[src/rtl/nlp_pkg.sv]
// Package for the next lexicographic permutation block.
// Holds sizing constants, the controller state type and the signed compare.
// No dependencies.
package nlp_pkg;

  localparam int MAX_LEN    = 16;
  localparam int ELEM_WIDTH = 32;
  localparam int IDX_W      = $clog2(MAX_LEN);
  localparam int CNT_W      = $clog2(MAX_LEN + 1);

  typedef logic [ELEM_WIDTH-1:0] elem_t;
  typedef logic [IDX_W-1:0]      idx_t;
  typedef logic [CNT_W-1:0]      cnt_t;

  typedef enum logic [2:0] {
    ST_IDLE,
    ST_SRCH,
    ST_FIND,
    ST_SWPA,
    ST_SWPB,
    ST_EMIT
  } nlp_state_t;

  function automatic logic elem_gt(input elem_t a, input elem_t b);
    elem_gt = $signed(a) > $signed(b);
  endfunction

endpackage

[src/rtl/nlp_ram.sv]
// Generic single-write, single-read RAM with a registered read port.
// Used for the element store of the permutation block. No dependencies.
module nlp_ram #(
  parameter int WIDTH = 32,
  parameter int DEPTH = 16
) (
  input  logic                     clk,
  input  logic                     we,
  input  logic [$clog2(DEPTH)-1:0] waddr,
  input  logic [WIDTH-1:0]         wdata,
  input  logic [$clog2(DEPTH)-1:0] raddr,
  output logic [WIDTH-1:0]         rdata
);

  logic [WIDTH-1:0] mem [DEPTH];

  always_ff @(posedge clk) begin
    if (we) begin
      mem[waddr] <= wdata;
    end
    rdata <= mem[raddr];
  end

endmodule

[src/rtl/next_lexicographic_permutation.sv]
// Top level of the next lexicographic permutation block.
// Depends on nlp_pkg and on nlp_ram, which holds the element store.
//
//   channel  ports                                   handshake
//   input    in_elem_value, in_elem_last             start & !busy
//   result   out_value, out_last, out_wrapped,       out_valid, one cycle,
//            out_overflow                            no back pressure
//
// An element loads whenever start is high while busy is low. After the last
// element of a sequence, the block runs the pivot search, the swap partner
// search, the swap writes and the emission in turn; a sequence without an
// ascent skips the partner search and the swap. The single read port of the
// element store makes these steps run one after another. Reset is synchronous
// and clears the fill count, the overflow flag, the controller state and the
// valid flags. Busy stays high from the last element until the cycle in which
// the final result is out.
module next_lexicographic_permutation import nlp_pkg::*; (
  input  logic        clk,
  input  logic        rst_n,
  input  logic        start,
  output logic        busy,
  input  logic [31:0] in_elem_value,
  input  logic        in_elem_last,
  output logic        out_valid,
  output logic [31:0] out_value,
  output logic        out_last,
  output logic        out_wrapped,
  output logic        out_overflow
);

  nlp_state_t state_r, state_nxt;

  cnt_t  fill_r, fill_nxt;
  logic  ovf_r, ovf_nxt;
  cnt_t  n_r, n_nxt;
  idx_t  iss_r, iss_nxt;
  logic  iss_end_r, iss_end_nxt;
  logic  dv_r, dv_nxt;
  idx_t  daddr_r, daddr_nxt;
  elem_t prev_r, prev_nxt;
  logic  prev_v_r, prev_v_nxt;
  idx_t  piv_r, piv_nxt;
  elem_t pv_r, pv_nxt;
  idx_t  j_r, j_nxt;
  elem_t aj_r, aj_nxt;
  logic  wrap_r, wrap_nxt;
  idx_t  ek_r, ek_nxt;
  logic  out_valid_r, out_valid_nxt;
  logic  out_last_r, out_last_nxt;
  logic  out_wrapped_r, out_wrapped_nxt;
  logic  out_overflow_r, out_overflow_nxt;

  logic  ram_we;
  idx_t  ram_waddr;
  elem_t ram_wdata;
  idx_t  ram_raddr;
  elem_t ram_rdata;

  cnt_t  n_load;
  idx_t  last_idx;
  cnt_t  sfx_start;
  cnt_t  emit_rev;
  idx_t  emit_addr;
  logic  pivot_hit;
  logic  partner_hit;

  nlp_ram #(
    .WIDTH(ELEM_WIDTH),
    .DEPTH(MAX_LEN)
  ) u_store (
    .clk  (clk),
    .we   (ram_we),
    .waddr(ram_waddr),
    .wdata(ram_wdata),
    .raddr(ram_raddr),
    .rdata(ram_rdata)
  );

  assign n_load      = (fill_r < CNT_W'(MAX_LEN)) ? cnt_t'(fill_r + 1'b1) : fill_r;
  assign last_idx    = idx_t'(n_r - 1'b1);
  assign sfx_start   = wrap_r ? '0 : cnt_t'({1'b0, piv_r} + 1'b1);
  assign emit_rev    = cnt_t'(n_r - 1'b1 + sfx_start - {1'b0, ek_r});
  assign emit_addr   = ({1'b0, ek_r} < sfx_start) ? ek_r : emit_rev[IDX_W-1:0];
  assign pivot_hit   = dv_r && prev_v_r && elem_gt(prev_r, ram_rdata);
  assign partner_hit = dv_r && elem_gt(ram_rdata, pv_r);

  always_comb begin
    state_nxt = state_r;
    unique case (state_r)
      ST_IDLE: begin
        if (start && in_elem_last) begin
          state_nxt = ST_SRCH;
        end
      end
      ST_SRCH: begin
        if (pivot_hit) begin
          state_nxt = ST_FIND;
        end else if (dv_r && daddr_r == '0) begin
          state_nxt = ST_EMIT;
        end
      end
      ST_FIND: begin
        if (partner_hit) begin
          state_nxt = ST_SWPA;
        end
      end
      ST_SWPA: state_nxt = ST_SWPB;
      ST_SWPB: state_nxt = ST_EMIT;
      ST_EMIT: begin
        if (ek_r == last_idx) begin
          state_nxt = ST_IDLE;
        end
      end
      default: state_nxt = ST_IDLE;
    endcase
  end

  always_comb begin
    fill_nxt         = fill_r;
    ovf_nxt          = ovf_r;
    n_nxt            = n_r;
    iss_nxt          = iss_r;
    iss_end_nxt      = iss_end_r;
    dv_nxt           = 1'b0;
    daddr_nxt        = daddr_r;
    prev_nxt         = prev_r;
    prev_v_nxt       = prev_v_r;
    piv_nxt          = piv_r;
    pv_nxt           = pv_r;
    j_nxt            = j_r;
    aj_nxt           = aj_r;
    wrap_nxt         = wrap_r;
    ek_nxt           = ek_r;
    out_valid_nxt    = 1'b0;
    out_last_nxt     = out_last_r;
    out_wrapped_nxt  = out_wrapped_r;
    out_overflow_nxt = out_overflow_r;
    ram_we           = 1'b0;
    ram_waddr        = fill_r[IDX_W-1:0];
    ram_wdata        = in_elem_value;
    ram_raddr        = iss_r;

    if ((state_r == ST_SRCH || state_r == ST_FIND) && !iss_end_r) begin
      dv_nxt      = 1'b1;
      daddr_nxt   = iss_r;
      iss_nxt     = idx_t'(iss_r - 1'b1);
      iss_end_nxt = (iss_r == '0);
    end

    unique case (state_r)
      ST_IDLE: begin
        if (start) begin
          if (fill_r < CNT_W'(MAX_LEN)) begin
            ram_we   = 1'b1;
            fill_nxt = n_load;
          end else begin
            ovf_nxt = 1'b1;
          end
          if (in_elem_last) begin
            n_nxt       = n_load;
            iss_nxt     = idx_t'(n_load - 1'b1);
            iss_end_nxt = 1'b0;
            prev_v_nxt  = 1'b0;
          end
        end
      end
      ST_SRCH: begin
        if (pivot_hit) begin
          piv_nxt     = daddr_r;
          pv_nxt      = ram_rdata;
          wrap_nxt    = 1'b0;
          iss_nxt     = last_idx;
          iss_end_nxt = 1'b0;
          dv_nxt      = 1'b0;
        end else if (dv_r) begin
          prev_nxt   = ram_rdata;
          prev_v_nxt = 1'b1;
          if (daddr_r == '0) begin
            wrap_nxt = 1'b1;
            ek_nxt   = '0;
          end
        end
      end
      ST_FIND: begin
        if (partner_hit) begin
          j_nxt  = daddr_r;
          aj_nxt = ram_rdata;
        end
      end
      ST_SWPA: begin
        ram_we    = 1'b1;
        ram_waddr = piv_r;
        ram_wdata = aj_r;
      end
      ST_SWPB: begin
        ram_we    = 1'b1;
        ram_waddr = j_r;
        ram_wdata = pv_r;
        ek_nxt    = '0;
      end
      ST_EMIT: begin
        ram_raddr        = emit_addr;
        out_valid_nxt    = 1'b1;
        out_last_nxt     = (ek_r == last_idx);
        out_wrapped_nxt  = wrap_r;
        out_overflow_nxt = ovf_r;
        ek_nxt           = idx_t'(ek_r + 1'b1);
        if (ek_r == last_idx) begin
          fill_nxt = '0;
          ovf_nxt  = 1'b0;
        end
      end
      default: begin
        fill_nxt = fill_r;
      end
    endcase
  end

  always_ff @(posedge clk) begin
    if (!rst_n) begin
      state_r     <= ST_IDLE;
      fill_r      <= '0;
      ovf_r       <= 1'b0;
      dv_r        <= 1'b0;
      out_valid_r <= 1'b0;
    end else begin
      state_r     <= state_nxt;
      fill_r      <= fill_nxt;
      ovf_r       <= ovf_nxt;
      dv_r        <= dv_nxt;
      out_valid_r <= out_valid_nxt;
    end
  end

  always_ff @(posedge clk) begin
    n_r            <= n_nxt;
    iss_r          <= iss_nxt;
    iss_end_r      <= iss_end_nxt;
    daddr_r        <= daddr_nxt;
    prev_r         <= prev_nxt;
    prev_v_r       <= prev_v_nxt;
    piv_r          <= piv_nxt;
    pv_r           <= pv_nxt;
    j_r            <= j_nxt;
    aj_r           <= aj_nxt;
    wrap_r         <= wrap_nxt;
    ek_r           <= ek_nxt;
    out_last_r     <= out_last_nxt;
    out_wrapped_r  <= out_wrapped_nxt;
    out_overflow_r <= out_overflow_nxt;
  end

  assign busy         = (state_r != ST_IDLE);
  assign out_valid    = out_valid_r;
  assign out_value    = ram_rdata;
  assign out_last     = out_last_r;
  assign out_wrapped  = out_wrapped_r;
  assign out_overflow = out_overflow_r;

endmodule

[config.mk]
export PLATFORM = sky130hd
export DESIGN_NAME = next_lexicographic_permutation
export DESIGN_NICKNAME = d
export VERILOG_FILES = /design/src/rtl/nlp_pkg.sv /design/src/rtl/nlp_ram.sv /design/src/rtl/next_lexicographic_permutation.sv
export SDC_FILE = /design/constraint.sdc
export NUM_CORES = 1
export LEC_CHECK = 0
export CAP_MARGIN = 10
export CORE_MARGIN = 10
export CORE_UTILIZATION = 64
export DETAILED_ROUTE_END_ITERATION = 16
export DONT_BUFFER_PORTS = 1
export PLACE_DENSITY_LB_ADDON = 0.08
export RECOVER_POWER = 25
export SYNTH_ARGS = -nofsm -noshare
export SYNTH_HDL_FRONTEND = slang
export SYNTH_SLANG_ARGS = --single-unit
[constraint.sdc]
create_clock -name clk -period 7 [get_ports clk]
set_clock_uncertainty 0.2 [all_clocks]
set_input_delay 0.7 -clock clk [delete_from_list [all_inputs] [get_ports clk]]
set_output_delay 0.7 -clock clk [all_outputs]
set_load 0.01 [all_outputs]
After elaboration in Yosys (flattened, before gate mapping) --
Memories as Yosys holds them, arrays and structs flattened. A register that Yosys moved wholly into a read port is not among the register bits. Index checks and enable logic that the tools add are counted.
Word-level totals: register bits 137, memory bits (writable) 512, input port bits 36, memories kept 1
Memories:
- u_store.mem | depth 16, width 32, rd ports 1, clocked after memory_dff 1, wr ports 1, line nlp_ram.sv:15 | logic [WIDTH-1:0] mem [DEPTH];
Operators by class: add/sub/neg operators 8, order comparisons 4, equality and inequality tests 17, mux-type cells 50, bitwise operators 1, reduce and logical (&&, ||, !) cells 28
Operator list (count):
- > comparator 32 bit | 2
- one-hot mux 32 bit (2 select lines) | 1
- 2-to-1 mux 4 bit | 9
- 2-to-1 mux 5 bit | 5
- 2-to-1 mux 1 bit | 21
- inequality test 2 bit (second input constant) | 10
- one-hot mux 3 bit (6 select lines) | 1
- one-hot mux 4 bit (2 select lines) | 2
- AND reduction 4 bit | 4
- 2-to-1 mux 3 bit | 5
- one-hot mux 4 bit (3 select lines) | 1
- subtractor 4 x 1 -> 4 bit (second input constant) | 3
- one-hot mux 5 bit (2 select lines) | 1
- AND reduction 3 bit | 3
- logical NOT 4 bit | 2
- one-hot mux 1 bit (2 select lines) | 4
- nonzero test 2 bit | 4
- == test 3 x 2 -> 1 bit (second input constant) | 2
- == test 3 bit (second input constant) | 2
- logical AND 1 bit | 6
- nonzero test 3 bit | 2
- adder 4 x 1 -> 5 bit (second input constant) | 1
- adder 5 x 1 -> 5 bit (second input constant) | 1
- < comparator 4 x 5 -> 1 bit | 1
- other kinds (14) | 15

Longest topological paths before layout --
Gate-level depths: netlist of run 1.
word-level depth 7, mapped depth 14, depth with buffers taken out 12

Cells and area by module --
Synthesis of run 1 repeated with hierarchy kept, for this count alone.
Second synthesis, totals: cells, all modules 1531, area, all modules 27412.5 µm²
By module, submodules not included:
- nlp_ram | times used 1, cells each 838, area an instance 19854.0 µm², seq. area each 16015.4 µm²
- next_lexicographic_permutation | times used 1, cells each 693, area an instance 7558.5 µm², seq. area each 3953.8 µm²

Worst setup path before layout of run 1 --
No wires, ideal clock.
path type register to register, from register u_store.rdata[31] (read register of u_store.mem), to register prev_r[0] (enable), data arrival time 4.357 ns, required time 6.339 ns, slack 1.982 ns, cell stages (with the launch flop) 10, path buffers 0, period minus slack after synthesis 5.018 ns, path through dfxtp_1 > inv_1 > ha_1 > nand4_1 > nor2_1 > a221oi_1 > o211ai_1 > o31ai_1 > nand2_1 > nor3_1
On the way: word-level cells in the longest chain between the ends 4
Ends and longest elaborated chain:
- start: declaration | line nlp_ram.sv:12 | output logic [WIDTH-1:0] rdata
- > comparator 32 bit | line nlp_pkg.sv:25 | elem_gt = $signed(a) > $signed(b);
- logical AND 1 bit | line next_lexicographic_permutation.sv:84 | assign pivot_hit = dv_r && prev_v_r && elem_gt(prev_r, ram_rdata);
- inverter 1 bit (no line)
- AND reduction 3 bit (no line)
- end signal: assignment | line next_lexicographic_permutation.sv:240 | prev_r <= prev_nxt;
- end: declaration | line next_lexicographic_permutation.sv:40 | elem_t prev_r, prev_nxt;
No other way between the ends. A chain may end at the register's enable or synchronous reset.

Worst setup path after layout of run 1 --
from register state_r[1], to register u_store.rdata[10] (read register of u_store.mem)
On the way: word-level cells in the longest chain between the ends 2
Ends and longest elaborated chain:
- start: declaration | line next_lexicographic_permutation.sv:31 | nlp_state_t state_r, state_nxt;
- start signal: assignment | line next_lexicographic_permutation.sv:227 | state_r <= state_nxt;
- == test 3 bit | line next_lexicographic_permutation.sv:150 | unique case (state_r)
- 2-to-1 mux 4 bit | line next_lexicographic_permutation.sv:150
No other way between the ends.

==> summary.txt, run 1 <==
Status: finished with violations
Violated checks: capacitance limit, slew limit
Placer Congestion: 0.905
Share of layout cells above drive strength 1: 8.33%
Cts hold-fix bufs: 1
Crit path kind: reg -> reg
Combinational Power Share: 24.9%
Worst path slowest cell: a2111oi_0
Sw power: 3.78 mW
CP required: 7240 ps
Chain of cells forming the critical path: nand3b_1 -> inv_1 -> nand4_1 -> nand3_4 -> buf_12 -> a2111oi_0 -> nor4_1 -> or4_1
Synthesized Nets: 2263
Grt total ovfl: 0
Global-route wire length before repair: 124000 um
Ys flop type: edfxtp_1
Critical Path Source Type: register
Setup Buffers After CTS: 0
IO Pins: 73
CP Capture Type: register
Clk_lat worst skew: 610 ps
CTS H-tree depth: 3
Crit-path leading delay family: simple AND/OR/NAND/NOR gates
FFs w/ async S/R, synth: 0%
Die Ht: 237 um
Width of the die: 237 um
Num rows: 79
Sw Share: 32.4%
Worst VDD drop: 0.310 mV
Worst hold-check path type: in -> reg
Avg Cell Area, Syn: 14.1 um^2
P_leak: 10.9 nW
Core Region: 0.0466 mm^2
Die area: 0.0562 mm^2
DRC: 0
CTS clock-pin slew for the worst setup and hold paths: 60 ps
Area grow syn2layout: 8.91%
Fmax: 178 MHz
Maxcap violations: 1
Seq/Total Area, Yosys: 66.2%
DP Wirelength: 44400 um
Tcrit/Tclk final: 80.2%
Vias in the first global route: 19700
Reg power frac: 43.5%
Initial DRT Pass Iterations: 5
Nets: 2163
CP arrival: 5850 ps
Number of diodes: 0
Gr usage total: 28.7%
Starting Density: 64.8%
Maximum number of pins on one net before global-route repair: 257
Via count: 20400
Post-synthesis cell type count: 66
# placed instances: 2579
Clock power share: 31.6%
Setup-failing EPs final: 0
CTS tree: built
Final-report hold violation count: 0
ANT nets after route: 0
Synthesis Warnings: 0
Antenna violations before repair: 4
Post-cts sizing count: 0
Synth Instances: 2144
Crit Path Max Fanout: 118
CP peak stage delay: 720 ps
DR iter-0 viols: 2888
Slew HR: -37.4%
Final setup margin: 1380 ps
Vias/cell: 7.54
Max Root-Sink Buffers: 3
Slew Limit Fails: 40
Buffers on Ports: 0
Sink Count: 681
Final min period: 5620 ps
Yosys reg bits: 681
Filler cell count: 3119
Routed Wire Length: 83000 um
Synthesized cell area: 0.0302 mm^2
Setup_tns: 0 ps
Fin util: 70.6%
Worst Tran Pin Value: 2060 ps
Root Buffer: clkbuf_16
Avg WL per Cell: 30.6 um
RSZ-0062 raised after global routing: no
Cell Pwr Density: 355 mW/mm^2
Fin cells: 2707
CTS Buf Count: 69
Worst slack, placed: 2180 ps
Pint: 7.89 mW
Buf+Inv Stages, Crit Path: 2
EDFF count, synth: 633
[state kept, by name (all words and copies together) (netlist names)]
signal / cells
fill_r: 5
out_valid: 1
ovf_r: 1
state_r: 3
prev_v_r: 1
out_overflow: 1
iss_end_r: 1
u_store.rdata: 32
j_r: 4
aj_r: 32
iss_r: 4
prev_r: 32
pv_r: 32
piv_r: 4
ek_r: 4
out_last: 1
dv_r: 1
n_r: 4
u_store.mem: 512
wrap_r: 1
daddr_r: 4
out_wrapped: 1
[metal layers]
layer  share of wire, %  vias to the layer above  track usage [%]
met3                 12                      176             6.72
met2                 46                     1313             43.4
met5              0.016                        -                0
met4                3.0                        2             9.55
li1                   -                     8745                -
met1                 39                    10200             40.5
[cell usage after synthesis, types with 35 or more instances]
master / n / area share [%]
a2111oi_0: 128 / 3.7
a21oi_1: 41 / 0.68
a221oi_1: 134 / 3.9
and4_1: 260 / 7.5
clkbuf_1: 184 / 2.3
dfxtp_1: 48 / 3.2
edfxtp_1: 633 / 63
ha_1: 80 / 3.3
inv_1: 90 / 1.1
nand2_1: 104 / 1.3
nor4_1: 133 / 2.8
or4_1: 35 / 0.87
[cells in the final DEF (no fill, tap or decap), types with 4 or more instances in the layout]
master and n:
edfxtp_1 633, and4_1 260, a221oi_1 134, nor4_1 133, a2111oi_0 128, nand2_1 103
inv_1 91, ha_1 80, clkbuf_16 73, dfxtp_1 48, a21oi_1 41, or4_1 35
a22oi_1 34, buf_4 34, clkbuf_1 29, nor2_4 19, nor2_1 15, nor3_1 15
nand3_1 14, xor2_1 13, o21ai_0 13, nand4_1 12, nor2b_1 10, clkbuf_8 9
xnor2_1 8, nand2b_1 7, o211ai_1 7, clkinv_1 7, and2_1 6, nor3_2 5
a21o_1 5, o31ai_1 4, bufinv_16 4, buf_12 4
[power by group through the flow]
| stage | clock network [mW] | logic, mW | registers (mW) |
|---|---|---|---|
| 5_1_grt | 3.87 | 3.16 | 5.10 |
| 6_report | 3.69 | 2.90 | 5.07 |
| 2_1_floorplan | 0 | 2.06 | 4.97 |
| 3_3_place_gp | 0 | 2.75 | 5.14 |
| 3_5_place_dp | 0 | 2.83 | 5.15 |
| 4_1_cts | 3.71 | 2.85 | 5.06 |
[layout make-up]
| class | instances | area [um^2] | area share (%) |
|---|---|---|---|
| Sequential cell | 681 | 20000 | 60.8 |
| Multi-Input combinational cell | 1158 | 9170 | 27.9 |
| Clock buffer | 107 | 2040 | 6.22 |
| Tap cell | 607 | 759 | 2.31 |
| Timing Repair Buffer | 43 | 360 | 1.10 |
| Inverter | 91 | 342 | 1.04 |
| Clock inverter | 20 | 220 | 0.670 |
[final timing paths]
| kind | slack [ps] | cells after the start | endpoint | startpoint |
|---|---|---|---|---|
| worst max-delay path | 1380 | 8 | u_store.rdata[10] | state_r[1] |
| worst min-delay path | 20 | 2 | state_r[1] | rst_n |
| worst max register to register | 1380 | 8 | u_store.rdata[10] | state_r[1] |
| worst min register to register | 280 | 0 | out_overflow | ovf_r |
[cell families after synthesis]
family          after synthesis  share of synthesized area (%)
mux                           4                          0.145
compound gates              399                           10.8
simple gates                651                           14.7
xor+xnor                     21                          0.609
buf+inv                     305                           4.05
fa+ha+maj                    83                           3.52
flops                       681                           66.2
[per-stage QoR]
stage | area (um^2) | total power [mW] | hold slack [ps]
finish | 32900 | 11.7 | 23.6
global route | 32900 | 12.1 | 19.1
CTS | 32900 | 11.6 | 0.388
detailed placement | 30600 | 7.98 | 244
global placement | 30600 | 7.89 | 238
floorplan | 30200 | 7.04 | 225
Power figures use the tool's default switching activity.
==> run 2: changes to the inputs <==
==> constraint.sdc (replaced) <==
create_clock -name clk -period 5.2 [get_ports clk]
set_clock_uncertainty 0.2 [all_clocks]
set_input_delay 0.52 -clock clk [delete_from_list [all_inputs] [get_ports clk]]
set_output_delay 0.52 -clock clk [all_outputs]
set_load 0.01 [all_outputs]
==> summary.txt, run 2 (synthesized netlist as in run 1, its figures left out) <==
Vias in the first global route: 19900 (+1.2%)
Global-route wire length before repair: 125000 um (+0.40%)
Width of the die: 237 um (unchanged)
CP arrival: 5080 ps (-770 ps)
Setup Buffers After CTS: 0 (unchanged)
Num rows: 79 (unchanged)
RSZ-0062 raised after global routing: no
CTS H-tree depth: 3 (unchanged)
Status: finished, final reports clean
CP Capture Type: register
Setup-failing EPs final: 0 (unchanged)
DP Wirelength: 42600 um (-3.9%)
CTS Buf Count: 70 (+1.4%)
Die area: 0.0562 mm^2 (unchanged)
Worst slack, placed: 774 ps (-1400 ps)
Buffers on Ports: 0 (unchanged)
CTS clock-pin slew for the worst setup and hold paths: 60 ps (about the same)
Crit Path Max Fanout: 256 (+120%)
Crit path kind: reg -> reg
Slew Limit Fails: 0 (-100%)
Final instance area: 0.0333 mm^2 (+1.3%)
Final-report hold violation count: 0 (unchanged)
Final setup margin: 401 ps (-983 ps)
Worst VDD drop: 0.397 mV (+28%)
Die Ht: 237 um (unchanged)
Most frequent cells in the layout: edfxtp_1, and4_1, a221oi_1, nor4_1, a2111oi_0
Routed Wire Length: 83400 um (+0.51%)
Worst hold-check path type: in -> reg
Antenna violations before repair: 0 (-4)
Initial DRT Pass Iterations: 5 (unchanged)
Number of diodes: 0 (unchanged)
Via count: 20600 (+0.81%)
Slew HR: 14.7% (+52 points)
Core Region: 0.0466 mm^2 (unchanged)
Vias/cell: 7.55 (+0.18%)
Avg WL per Cell: 30.6 um (-0.12%)
Placer Congestion: 0.860 (-4.9%)
Gr usage total: 28.9% (+0.18 points)
Root Buffer: clkbuf_16
Worst Tran Pin Value: 1280 ps (-783 ps)
P_leak: 11.0 nW (+1.6%)
Final min period: 4800 ps (-817 ps)
Filler cell count: 3072 (-1.5%)
Critical Path Source Type: register
Sink Count: 681 (unchanged)
Tcrit/Tclk final: 92.3% (+12 points)
CTS tree: built
Maxcap violations: 0 (-1)
ANT nets after route: 0 (unchanged)
DRC: 0 (unchanged)
Fmax: 208 MHz (+17%)
Commonest non-fill, non-tap cell in the layout: edfxtp_1
Setup_tns: 0 ps (unchanged)
Max reg flops: 512 (unchanged)
Area grow syn2layout: 10.4%
Area occupied by multi-input gates: 0.00918 mm^2 (about the same)
Maximum number of pins on one net before global-route repair: 257 (unchanged)
Share of layout cells above drive strength 1: 8.79% (+0.45 points)
IO Pins: 73 (unchanged)
Grt total ovfl: 0 (unchanged)
Reg with most FFs: u_store.mem
DR iter-0 viols: 2673 (-7.4%)
Starting Density: 64.8% (unchanged)
Sequential cell area: 0.0200 mm^2 (unchanged)
CP required: 5480 ps (-1760 ps)
Max Root-Sink Buffers: 3 (unchanged)
Clk_lat worst skew: 610 ps (about the same)
Cell Pwr Density: 473 mW/mm^2 (+33%)
Nets: 2180 (+0.79%)
Cell Area, Placed: 0.0311 mm^2 (+1.6%)
## run 2: worst max-delay path, stage by stage, from the launching register on
cell       delay, ps
dfxtp_1          620
nand3b_4         330
inv_1            720
nand4_1          450
buf_12           370
and4_1           520
a2111oi_0        440
nor4_1            90
or4_1            520
## run 2: layout make-up
type	count	area share, %
flip-flops and latches	681	60.0
multi-input cells	1158	27.6
clock buffers	103	6.06
repair buffers	59	2.43
well taps	607	2.28
inverters	91	1.03
clock inverters	25	0.676
## run 2: per-stage QoR
step / total power, mW / util [%] / hold slack, ps / std cells
3_3_place_gp: 10.8 / 66.8 / 239 / 2595
4_1_cts: 15.8 / 71.7 / 13.8 / 2724
5_1_grt: 16.4 / 71.5 / 68.2 / 2724
2_1_floorplan: 9.47 / - / 225 / 2144
6_report: 15.7 / 71.5 / 33.3 / 2724
3_5_place_dp: 10.9 / 66.8 / 252 / 2595
## run 2: path summary, 6_finish.rpt
| check | endpoint | from | cells after the start | slack, ps |
|---|---|---|---|---|
| setup / recovery | u_store.rdata[4] | state_r[0] | 8 | 400 |
| hold / removal | ovf_r | start | 4 | 30 |
| setup reg to reg | u_store.rdata[4] | state_r[0] | 8 | 400 |
| hold reg to reg | out_overflow | ovf_r | 0 | 270 |
## run 2: routing by layer
layer / track usage, % / wire, um / vias up
met4: 11.2 / 2580 / 0
met3: 6.76 / 9700 / 195
met1: 40.7 / 33500 / 10300
li1: - / - / 8784
met2: 43.0 / 37600 / 1266
met5: 0 / 0 / -
## run 2: what timing repair did
| item | in CTS | in global routing |
|---|---|---|
| endpoints found under the hold margin | 11 | 0 |
| hold buffers | 1 | 0 |
| resized for setup | 0 | 0 |
## run 2: power by group
| part | internal (mW) | switching (mW) | total (mW) |
|---|---|---|---|
| sequential | 6.34 | 0.373 | 6.72 |
| combinational | 1.47 | 2.66 | 4.13 |
| clock | 2.85 | 2.05 | 4.90 |
| total | 10.7 | 5.08 | 15.7 |
